==> src/hw/rtl/frbq_pkg.sv <==
// shared types and codes for the ready / blocked thread queue block
// no dependencies; imported by frbq_ctrl and fifo_ready_and_blocked_queue
package frbq_pkg;

  // operation selector carried in the input tuser
  typedef enum logic [2:0] {
    MODE_ADD       = 3'd0,
    MODE_YIELD     = 3'd1,
    MODE_RESUME    = 3'd2,
    MODE_TERMINATE = 3'd3,
    MODE_ADD_BLOCK = 3'd4
  } mode_t;

  // per-operation status code
  typedef enum logic [1:0] {
    ST_OK       = 2'd0,
    ST_EMPTY    = 2'd1,
    ST_FULL     = 2'd2,
    ST_NOTFOUND = 2'd3
  } status_t;

  localparam int unsigned ID_W    = 8;
  localparam int unsigned TOTAL_W = 5;

  // one result word as handed from the controller to the output stage
  typedef struct packed {
    logic                dispatch_valid;
    logic [ID_W-1:0]     dispatch_id;
    status_t             status;
    logic [TOTAL_W-1:0]  ready_total;
    logic [TOTAL_W-1:0]  blocked_total;
  } result_t;

endpackage

==> src/hw/rtl/frbq_ram.sv <==
// synchronous id store: one write port, one read port, registered read data
// no package dependencies; instantiated twice by the top level
module frbq_ram #(
  parameter int unsigned DEPTH = 16,
  parameter int unsigned AW    = 4,
  parameter int unsigned DW    = 8
) (
  input  logic          clk,
  input  logic          we,
  input  logic [AW-1:0] waddr,
  input  logic [DW-1:0] wdata,
  input  logic [AW-1:0] raddr,
  output logic [DW-1:0] rdata
);

  logic [DW-1:0] mem [DEPTH];
  logic [DW-1:0] rdata_r;

  // write port
  always_ff @(posedge clk) begin
    if (we) begin
      mem[waddr] <= wdata;
    end
  end

  // read port, registered read data
  always_ff @(posedge clk) begin
    rdata_r <= mem[raddr];
  end

  assign rdata = rdata_r;

endmodule

==> src/hw/rtl/frbq_ctrl.sv <==
// sequencer for the two circular id queues: pointers, counts and operation steps
// depends on frbq_pkg; drives the ready and blocked frbq_ram instances
module frbq_ctrl
  import frbq_pkg::*;
#(
  parameter int unsigned READY_DEPTH   = 16,
  parameter int unsigned BLOCKED_DEPTH = 16,
  parameter int unsigned RAW           = $clog2(READY_DEPTH),
  parameter int unsigned BAW           = $clog2(BLOCKED_DEPTH)
) (
  input  logic             clk,
  input  logic             rst_n,
  // operation request
  input  logic             req_valid,
  output logic             req_ready,
  input  mode_t            req_mode,
  input  logic [ID_W-1:0]  req_id,
  input  logic             req_disk_ready,
  // result toward the output stage
  output logic             res_valid,
  input  logic             res_free,
  output result_t          res,
  // ready queue memory
  output logic             r_we,
  output logic [RAW-1:0]   r_waddr,
  output logic [ID_W-1:0]  r_wdata,
  output logic [RAW-1:0]   r_raddr,
  input  logic [ID_W-1:0]  r_rdata,
  // blocked queue memory
  output logic             b_we,
  output logic [BAW-1:0]   b_waddr,
  output logic [ID_W-1:0]  b_wdata,
  output logic [BAW-1:0]   b_raddr,
  input  logic [ID_W-1:0]  b_rdata
);

  localparam int unsigned RCW = $clog2(READY_DEPTH + 1);
  localparam int unsigned BCW = $clog2(BLOCKED_DEPTH + 1);

  typedef enum logic [2:0] {
    S_IDLE,
    S_YIELD,
    S_RELEASE,
    S_SCAN,
    S_SHIFT_RD,
    S_SHIFT_WR,
    S_DONE
  } state_t;

  state_t              state_r, state_nxt;
  logic [RAW-1:0]      rhead_r, rhead_nxt;
  logic [RCW-1:0]      rcnt_r, rcnt_nxt;
  logic [BAW-1:0]      bhead_r, bhead_nxt;
  logic [BCW-1:0]      bcnt_r, bcnt_nxt;
  logic [RAW-1:0]      idx_r, idx_nxt;
  logic [ID_W-1:0]     id_r, id_nxt;
  logic                dv_r, dv_nxt;
  logic [ID_W-1:0]     did_r, did_nxt;
  status_t             status_r, status_nxt;

  logic [RAW:0]        rcnt_ext;
  logic [RAW:0]        idx_inc;
  logic [RAW-1:0]      r_tail;
  logic [BAW-1:0]      b_tail;
  logic                r_full;
  logic                r_room2;

  // ring address: head plus offset, folded once past the depth
  function automatic logic [RAW-1:0] r_wrap(input logic [RAW-1:0] head,
                                             input logic [RAW:0]   ofs);
    logic [RAW:0] s;
    s = {1'b0, head} + ofs;
    if (s >= (RAW+1)'(READY_DEPTH)) begin
      s = s - (RAW+1)'(READY_DEPTH);
    end
    return s[RAW-1:0];
  endfunction

  function automatic logic [BAW-1:0] b_wrap(input logic [BAW-1:0] head,
                                             input logic [BAW:0]   ofs);
    logic [BAW:0] s;
    s = {1'b0, head} + ofs;
    if (s >= (BAW+1)'(BLOCKED_DEPTH)) begin
      s = s - (BAW+1)'(BLOCKED_DEPTH);
    end
    return s[BAW-1:0];
  endfunction

  // tail addresses and fill checks
  assign rcnt_ext = (RAW+1)'(rcnt_r);
  assign idx_inc  = {1'b0, idx_r} + (RAW+1)'(1);
  assign r_tail   = r_wrap(rhead_r, rcnt_ext);
  assign b_tail   = b_wrap(bhead_r, (BAW+1)'(bcnt_r));
  assign r_full   = (rcnt_ext == (RAW+1)'(READY_DEPTH));
  assign r_room2  = ((rcnt_ext + (RAW+1)'(1)) < (RAW+1)'(READY_DEPTH));

  // operation sequencing
  always_comb begin
    state_nxt  = state_r;
    rhead_nxt  = rhead_r;
    rcnt_nxt   = rcnt_r;
    bhead_nxt  = bhead_r;
    bcnt_nxt   = bcnt_r;
    idx_nxt    = idx_r;
    id_nxt     = id_r;
    dv_nxt     = dv_r;
    did_nxt    = did_r;
    status_nxt = status_r;

    r_we    = 1'b0;
    r_waddr = r_tail;
    r_wdata = id_r;
    r_raddr = rhead_r;
    b_we    = 1'b0;
    b_waddr = b_tail;
    b_wdata = id_r;
    b_raddr = bhead_r;

    unique case (state_r)
      S_IDLE: begin
        if (req_valid) begin
          id_nxt     = req_id;
          dv_nxt     = 1'b0;
          did_nxt    = '0;
          status_nxt = ST_OK;
          state_nxt  = S_DONE;
          unique case (req_mode)
            MODE_ADD: begin
              if (r_full) begin
                status_nxt = ST_FULL;
              end else begin
                r_we     = 1'b1;
                r_wdata  = req_id;
                rcnt_nxt = rcnt_r + RCW'(1);
              end
            end
            MODE_YIELD: begin
              if (rcnt_r == '0) begin
                status_nxt = ST_EMPTY;
              end else begin
                state_nxt = S_YIELD;
              end
            end
            MODE_RESUME: begin
              if (r_full) begin
                status_nxt = ST_FULL;
              end else begin
                r_we     = 1'b1;
                r_wdata  = req_id;
                rcnt_nxt = rcnt_r + RCW'(1);
                if (bcnt_r != '0 && req_disk_ready) begin
                  if (r_room2) begin
                    state_nxt = S_RELEASE;
                  end else begin
                    status_nxt = ST_FULL;
                  end
                end
              end
            end
            MODE_TERMINATE: begin
              if (rcnt_r == '0) begin
                status_nxt = ST_NOTFOUND;
              end else begin
                idx_nxt   = '0;
                state_nxt = S_SCAN;
              end
            end
            MODE_ADD_BLOCK: begin
              if (bcnt_r == BCW'(BLOCKED_DEPTH)) begin
                status_nxt = ST_FULL;
              end else begin
                b_we     = 1'b1;
                b_wdata  = req_id;
                bcnt_nxt = bcnt_r + BCW'(1);
              end
            end
            default: begin
            end
          endcase
        end
      end

      // head word arrives, pop it
      S_YIELD: begin
        dv_nxt    = 1'b1;
        did_nxt   = r_rdata;
        rhead_nxt = r_wrap(rhead_r, (RAW+1)'(1));
        rcnt_nxt  = rcnt_r - RCW'(1);
        state_nxt = S_DONE;
      end

      // blocked head arrives, append it behind the resumed id
      S_RELEASE: begin
        r_we      = 1'b1;
        r_wdata   = b_rdata;
        rcnt_nxt  = rcnt_r + RCW'(1);
        bhead_nxt = b_wrap(bhead_r, (BAW+1)'(1));
        bcnt_nxt  = bcnt_r - BCW'(1);
        state_nxt = S_DONE;
      end

      // one entry per cycle: compare idx while reading idx+1
      S_SCAN: begin
        r_raddr = r_wrap(rhead_r, idx_inc);
        if (r_rdata == id_r) begin
          if (idx_r == '0) begin
            rhead_nxt = r_wrap(rhead_r, (RAW+1)'(1));
            rcnt_nxt  = rcnt_r - RCW'(1);
            state_nxt = S_DONE;
          end else begin
            state_nxt = S_SHIFT_RD;
          end
        end else if (idx_inc == rcnt_ext) begin
          status_nxt = ST_NOTFOUND;
          state_nxt  = S_DONE;
        end else begin
          idx_nxt = idx_inc[RAW-1:0];
        end
      end

      // close the gap: fetch the entry behind the hole
      S_SHIFT_RD: begin
        r_raddr = r_wrap(rhead_r, idx_inc);
        if (idx_inc < rcnt_ext) begin
          state_nxt = S_SHIFT_WR;
        end else begin
          rcnt_nxt  = rcnt_r - RCW'(1);
          state_nxt = S_DONE;
        end
      end

      S_SHIFT_WR: begin
        r_we      = 1'b1;
        r_waddr   = r_wrap(rhead_r, {1'b0, idx_r});
        r_wdata   = r_rdata;
        idx_nxt   = idx_inc[RAW-1:0];
        state_nxt = S_SHIFT_RD;
      end

      // hold the result until the output register can take it
      S_DONE: begin
        if (res_free) begin
          state_nxt = S_IDLE;
        end
      end

      default: begin
        state_nxt = S_IDLE;
      end
    endcase
  end

  // state, pointers and result fields
  always_ff @(posedge clk) begin
    if (!rst_n) begin
      state_r <= S_IDLE;
      rhead_r <= '0;
      rcnt_r  <= '0;
      bhead_r <= '0;
      bcnt_r  <= '0;
    end else begin
      state_r <= state_nxt;
      rhead_r <= rhead_nxt;
      rcnt_r  <= rcnt_nxt;
      bhead_r <= bhead_nxt;
      bcnt_r  <= bcnt_nxt;
    end
    idx_r    <= idx_nxt;
    id_r     <= id_nxt;
    dv_r     <= dv_nxt;
    did_r    <= did_nxt;
    status_r <= status_nxt;
  end

  assign req_ready = (state_r == S_IDLE);
  assign res_valid = (state_r == S_DONE);

  // totals are the low bits of the counts after the operation
  assign res.dispatch_valid = dv_r;
  assign res.dispatch_id    = did_r;
  assign res.status         = status_r;
  assign res.ready_total    = TOTAL_W'(rcnt_r);
  assign res.blocked_total  = TOTAL_W'(bcnt_r);

endmodule

==> src/hw/rtl/fifo_ready_and_blocked_queue.sv <==
// Thread scheduler queues: a FIFO ready queue and a FIFO blocked queue of 8-bit
// thread ids, each held in a synchronous ring memory with head pointer and count.
// The input word's tuser selects add, yield, resume, terminate or add-to-blocked;
// every accepted word gives exactly one result word. Yield and a releasing resume
// wait for the registered read data of the id memories. Terminate walks the ready
// ring one entry per cycle until it finds the id or passes the last entry. A match
// at the head is popped; a match behind it closes the gap by reading each later
// entry and writing it one place toward the head. An id that is not found gives
// ST_NOTFOUND. The resume release models the disk data-request bit (0x08 of status
// port 0x1F7) as the disk_ready input bit. No clearing pass is needed after reset;
// the ring contents are only used below the fill count.
// depends on frbq_pkg, frbq_ctrl and frbq_ram
module fifo_ready_and_blocked_queue
  import frbq_pkg::*;
#(
  parameter int unsigned READY_DEPTH   = 16,
  parameter int unsigned BLOCKED_DEPTH = 16
) (
  input  logic        clk,
  input  logic        rst_n,
  // input words
  input  logic        in_tvalid,
  output logic        in_tready,
  input  logic [15:0] in_tdata,   // [7:0] thread_id, [8] disk_ready, [15:9] zero
  input  logic [2:0]  in_tuser,   // [2:0] mode
  // result words
  output logic        out_tvalid,
  input  logic        out_tready,
  output logic [23:0] out_tdata   // [0] dispatch_valid, [8:1] dispatch_id,
                                  // [10:9] status, [15:11] ready_total,
                                  // [20:16] blocked_total, [23:21] zero
);

  localparam int unsigned RAW = $clog2(READY_DEPTH);
  localparam int unsigned BAW = $clog2(BLOCKED_DEPTH);

  logic             res_valid;
  logic             res_free;
  result_t          res;
  logic             r_we;
  logic [RAW-1:0]   r_waddr;
  logic [ID_W-1:0]  r_wdata;
  logic [RAW-1:0]   r_raddr;
  logic [ID_W-1:0]  r_rdata;
  logic             b_we;
  logic [BAW-1:0]   b_waddr;
  logic [ID_W-1:0]  b_wdata;
  logic [BAW-1:0]   b_raddr;
  logic [ID_W-1:0]  b_rdata;
  logic             out_valid_r;
  result_t          out_res_r;

  // queue sequencer
  frbq_ctrl #(
    .READY_DEPTH   (READY_DEPTH),
    .BLOCKED_DEPTH (BLOCKED_DEPTH),
    .RAW           (RAW),
    .BAW           (BAW)
  ) u_ctrl (
    .clk            (clk),
    .rst_n          (rst_n),
    .req_valid      (in_tvalid),
    .req_ready      (in_tready),
    .req_mode       (mode_t'(in_tuser)),
    .req_id         (in_tdata[7:0]),
    .req_disk_ready (in_tdata[8]),
    .res_valid      (res_valid),
    .res_free       (res_free),
    .res            (res),
    .r_we           (r_we),
    .r_waddr        (r_waddr),
    .r_wdata        (r_wdata),
    .r_raddr        (r_raddr),
    .r_rdata        (r_rdata),
    .b_we           (b_we),
    .b_waddr        (b_waddr),
    .b_wdata        (b_wdata),
    .b_raddr        (b_raddr),
    .b_rdata        (b_rdata)
  );

  // ready queue ring
  frbq_ram #(
    .DEPTH (READY_DEPTH),
    .AW    (RAW),
    .DW    (ID_W)
  ) u_ready_ram (
    .clk   (clk),
    .we    (r_we),
    .waddr (r_waddr),
    .wdata (r_wdata),
    .raddr (r_raddr),
    .rdata (r_rdata)
  );

  // blocked queue ring
  frbq_ram #(
    .DEPTH (BLOCKED_DEPTH),
    .AW    (BAW),
    .DW    (ID_W)
  ) u_blocked_ram (
    .clk   (clk),
    .we    (b_we),
    .waddr (b_waddr),
    .wdata (b_wdata),
    .raddr (b_raddr),
    .rdata (b_rdata)
  );

  // output register, frees the sequencer while a word waits downstream
  assign res_free = !out_valid_r || out_tready;

  always_ff @(posedge clk) begin
    if (!rst_n) begin
      out_valid_r <= 1'b0;
    end else if (res_valid && res_free) begin
      out_valid_r <= 1'b1;
    end else if (out_tready) begin
      out_valid_r <= 1'b0;
    end
  end

  always_ff @(posedge clk) begin
    if (res_valid && res_free) begin
      out_res_r <= res;
    end
  end

  assign out_tvalid = out_valid_r;
  assign out_tdata  = {3'b000,
                       out_res_r.blocked_total,
                       out_res_r.ready_total,
                       out_res_r.status,
                       out_res_r.dispatch_id,
                       out_res_r.dispatch_valid};

endmodule
==> config.mk <==
export PLATFORM = sky130hd
export DESIGN_NAME = fifo_ready_and_blocked_queue
export DESIGN_NICKNAME = d
export VERILOG_FILES = /design/src/hw/rtl/frbq_pkg.sv /design/src/hw/rtl/frbq_ram.sv /design/src/hw/rtl/frbq_ctrl.sv /design/src/hw/rtl/fifo_ready_and_blocked_queue.sv
export SDC_FILE = /design/constraint.sdc
export NUM_CORES = 1
export LEC_CHECK = 0
export BUFFER_PORTS_ARGS = -buffer_cell sky130_fd_sc_hd__buf_2
export CELL_PAD_IN_SITES_DETAIL_PLACEMENT = 1
export CELL_PAD_IN_SITES_GLOBAL_PLACEMENT = 1
export CORE_MARGIN = 4
export CORE_UTILIZATION = 40
export DETAILED_ROUTE_END_ITERATION = 8
export PLACE_DENSITY = 0.69
export SLEW_MARGIN = 40
export SYNTH_ARGS = -nofsm -noshare
export SYNTH_HDL_FRONTEND = slang
export SYNTH_SLANG_ARGS = --single-unit
==> constraint.sdc <==
create_clock -name clk -period 9.4 [get_ports clk]
set_input_delay 1.88 -clock clk [delete_from_list [all_inputs] [get_ports clk]]
set_output_delay 1.88 -clock clk [all_outputs]
set_load 0.005 [all_outputs]
==> results.json <==
{
  "rrSetupSlack_ns": 5.30,
  "hold_viol": 0,
  "finalWirelength_mm": 31.5,
  "clock_sinks": 338,
  "cts-buffers-inserted": 37,
  "synth_cells": 898,
  "rows": 69,
  "status": "complete, no violations",
  "start_util": 0.405,
  "slew_headroom": 0.431,
  "cp-end-kind": "flip-flop",
  "clk_pin_slew_ns": 0.06,
  "cts_max_level": 2,
  "reg2reg_from": "u_ctrl.state_r[2]",
  "fin_cells": 1435,
  "use_met3": 0.0257,
  "ys_seq_elements": 338,
  "regArea_um2": 9770,
  "setup_viol": 0,
  "grt.total_usage": 0.162,
  "crit_type": "flip-flop to flip-flop",
  "tns_ns": 0,
  "critical_path.max_fanout": 17,
  "vdd_drop_max_mv": 0.198,
  "dp.cells": 1367,
  "crit_start": "u_ctrl.state_r[2]",
  "fin_skew_ns": 0.0195,
  "rsz0062_at_grt": "no",
  "cts_setup_buffers": 0,
  "clockRootBuffer": "clkbuf_16",
  "pin_count": 49,
  "syn_avg_cell_area_um2": 16.0,
  "detail-route-antenna-nets": 0,
  "hp-class": "flip-flop to flip-flop",
  "place_hpwl_mm": 21.0,
  "whs_ns": 0.420,
  "area_delta_synth_final_pct": 13.1,
  "worst_slew_pin_slew_ns": 0.850,
  "power.density_nw_per_um2": 299,
  "fin_crit_sh": 0.436,
  "clockBufferDepth": 3,
  "grt_use_met2": 0.270,
  "finalPower_mw": 4.86,
  "ys_async_sr_fraction": 0,
  "syn-cell-area_um2": 14400,
  "nFillCells": 3472,
  "drc_errors": 0,
  "vias": 7693,
  "die_x_um": 198,
  "grt.busiest_layer": "met2",
  "worstPathArrival_ns": 4.25,
  "grt_pass1_vias": 8248,
  "slowest_stage": "dfxtp_1",
  "grt_overflow_total": 0,
  "worstSkewPairLatency_ns": 0.54,
  "io_buffers": 38,
  "drive_above_1_share": 0.207,
  "worstPathCellList": "nand2_1, nor2_4, nand2_1, o21ai_0, ha_1, inv_1, fa_1, or3_1, nor2_1",
  "grt_pass1_wl_mm": 48.8,
  "power_leakage_nw": 5.75,
  "die_h_um": 198,
  "cts_resized": 0,
  "avgViaCountPerCell": 5.36,
  "start_kind": "flip-flop",
  "period_needed_ns": 4.10,
  "fmax_ghz": 0.244,
  "synth_cell_types": 72,
  "cts_tree": "done",
  "antenna_found_initial": 1,
  "grt_max_degree": 63,
  "yosysSeqAreaShare": 0.678,
  "yosys_warnings": 0,
  "wire_per_inst_um": 21.9,
  "place.gp.congestion": 0.784,
  "coreArea_um2": 35600,
  "multi_input_comb_area_um2": 4360,
  "rr_worst_depth": 9,
  "nets": 996,
  "place_area_um2": 15000,
  "pre_cts_slack_ns": 4.65,
  "crit_path_frequent_cell": "nand2_1",
  "grt_use_met1": 0.224,
  "endpoint": "u_ready_ram.mem[6][1]",
  "cts-hold-fix-buffers": 0,
  "final_area_um2": 16300,
  "synth-edff-count": 300,
  "final_max_slew_viol_count": 0,
  "final_core_util": 0.458,
  "die-area_um2": 39100,
  "slowest_delay_ns": 0.80,
  "diodes": 0,
  "required_ns": 9.55,
  "synth_flop_cell": "edfxtp_1",
  "fin_ws_ns": 5.30,
  "dr.first_iter.drc_count": 576,
  "reg2reg_to": "u_ready_ram.mem[6][1]",
  "drv_cap": 0,
  "hold_depth": 0,
  "drtPass1Iterations": 5
}
where the power goes:
group / internal, mW / switching (mW) / leakage [nW]
clock network: 0.888 / 0.579 / 0.605
registers: 1.94 / 0.133 / 3.04
logic: 0.507 / 0.821 / 2.11
cell usage after synthesis (11+ instances only):
| library cell | number | area share |
|---|---|---|
| a21oi_1 | 28 | 0.0097 |
| a22oi_1 | 24 | 0.013 |
| and2_1 | 23 | 0.010 |
| buf_2 | 11 | 0.0038 |
| buf_4 | 12 | 0.0063 |
| dfxtp_1 | 38 | 0.053 |
| edfxtp_1 | 300 | 0.63 |
| ha_1 | 24 | 0.021 |
| inv_1 | 22 | 0.0057 |
| mux2i_1 | 71 | 0.049 |
| mux4_2 | 40 | 0.063 |
| nand2_1 | 59 | 0.015 |
| nand3_1 | 12 | 0.0042 |
| nor2_1 | 48 | 0.013 |
| o21ai_0 | 15 | 0.0052 |
| xnor2_1 | 27 | 0.016 |
layout by cell type, fill, tap and decap left out, types with 4 or more instances in the layout:
cell type / n
edfxtp_1: 300
mux2i_1: 71
nand2_1: 59
mux4_2: 40
clkbuf_16: 39
buf_2: 38
dfxtp_1: 36
nor2_1: 29
a21oi_1: 28
xnor2_1: 27
a22oi_1: 24
ha_1: 24
and2_1: 23
inv_1: 22
nor2_2: 21
o21ai_0: 15
nand3_1: 12
xor2_1: 10
mux2_2: 9
clkbuf_1: 9
a222oi_1: 8
nor2b_1: 7
a21o_1: 6
clkinv_2: 6
buf_4: 6
a22oi_2: 5
inv_2: 4
and3_1: 4
nand3b_1: 4
a21boi_0: 4
fa_1: 4
bufinv_16: 4
clkinv_1: 4
critical path, delay by kind of cell (launching register included):
family / cells / cell delay (ns)
AOI/OAI and AO/OA: 1 / 0.12
adders and majority gates: 2 / 0.75
buffers and inverters: 1 / 0.07
DFF: 1 / 0.80
and+or+nand+nor: 5 / 1.96
kinds of logic after synthesis:
| family | synth area share |
|---|---|
| fa+ha+maj | 0.0264 |
| flops | 0.678 |
| mux | 0.119 |
| buf+inv | 0.0241 |
| xor+xnor | 0.0225 |
| simple gates | 0.0670 |
| compound gates | 0.0625 |
| other cells | 0.000260 |
cell type report:
| cell class | count | share of cell area |
|---|---|---|
| well taps | 461 | 0.0354 |
| inverters | 26 | 0.00599 |
| multi-input cells | 497 | 0.268 |
| clock inverters | 18 | 0.0122 |
| repair buffers | 45 | 0.0151 |
| flip-flops and latches | 338 | 0.600 |
| clock buffers | 50 | 0.0637 |
flip-flops by register name, indices dropped and copies added, names as in the netlist:
register,cells
out_tdata,21
out_tvalid,1
u_blocked_ram.mem,128
u_blocked_ram.rdata,8
u_ctrl.b_raddr,4
u_ctrl.bcnt_r,5
u_ctrl.did_r,8
u_ctrl.dv_r,1
u_ctrl.id_r,8
u_ctrl.idx_r,4
u_ctrl.rcnt_ext,5
u_ctrl.rhead_r,4
u_ctrl.state_r,3
u_ctrl.status_r,2
u_ready_ram.mem,128
u_ready_ram.rdata,8
routing by layer:
metal	wire length, um	share of wire
met1	14400	0.46
met2	15500	0.49
met3	1080	0.034
met4	465	0.015
met5	0	0
worst min path at each step:
stage	start	end	slack [ns]
after global placement	u_ctrl.dv_r	out_tdata[0]	0.40
after floorplan	u_ctrl.dv_r	out_tdata[0]	0.40
after CTS	u_ctrl.did_r[2]	out_tdata[3]	0.42
after global routing	u_ctrl.did_r[7]	out_tdata[8]	0.42
final	u_ctrl.did_r[2]	out_tdata[3]	0.42
after detailed placement	u_ctrl.status_r[0]	out_tdata[9]	0.41
Power figures use the tool's default switching activity.
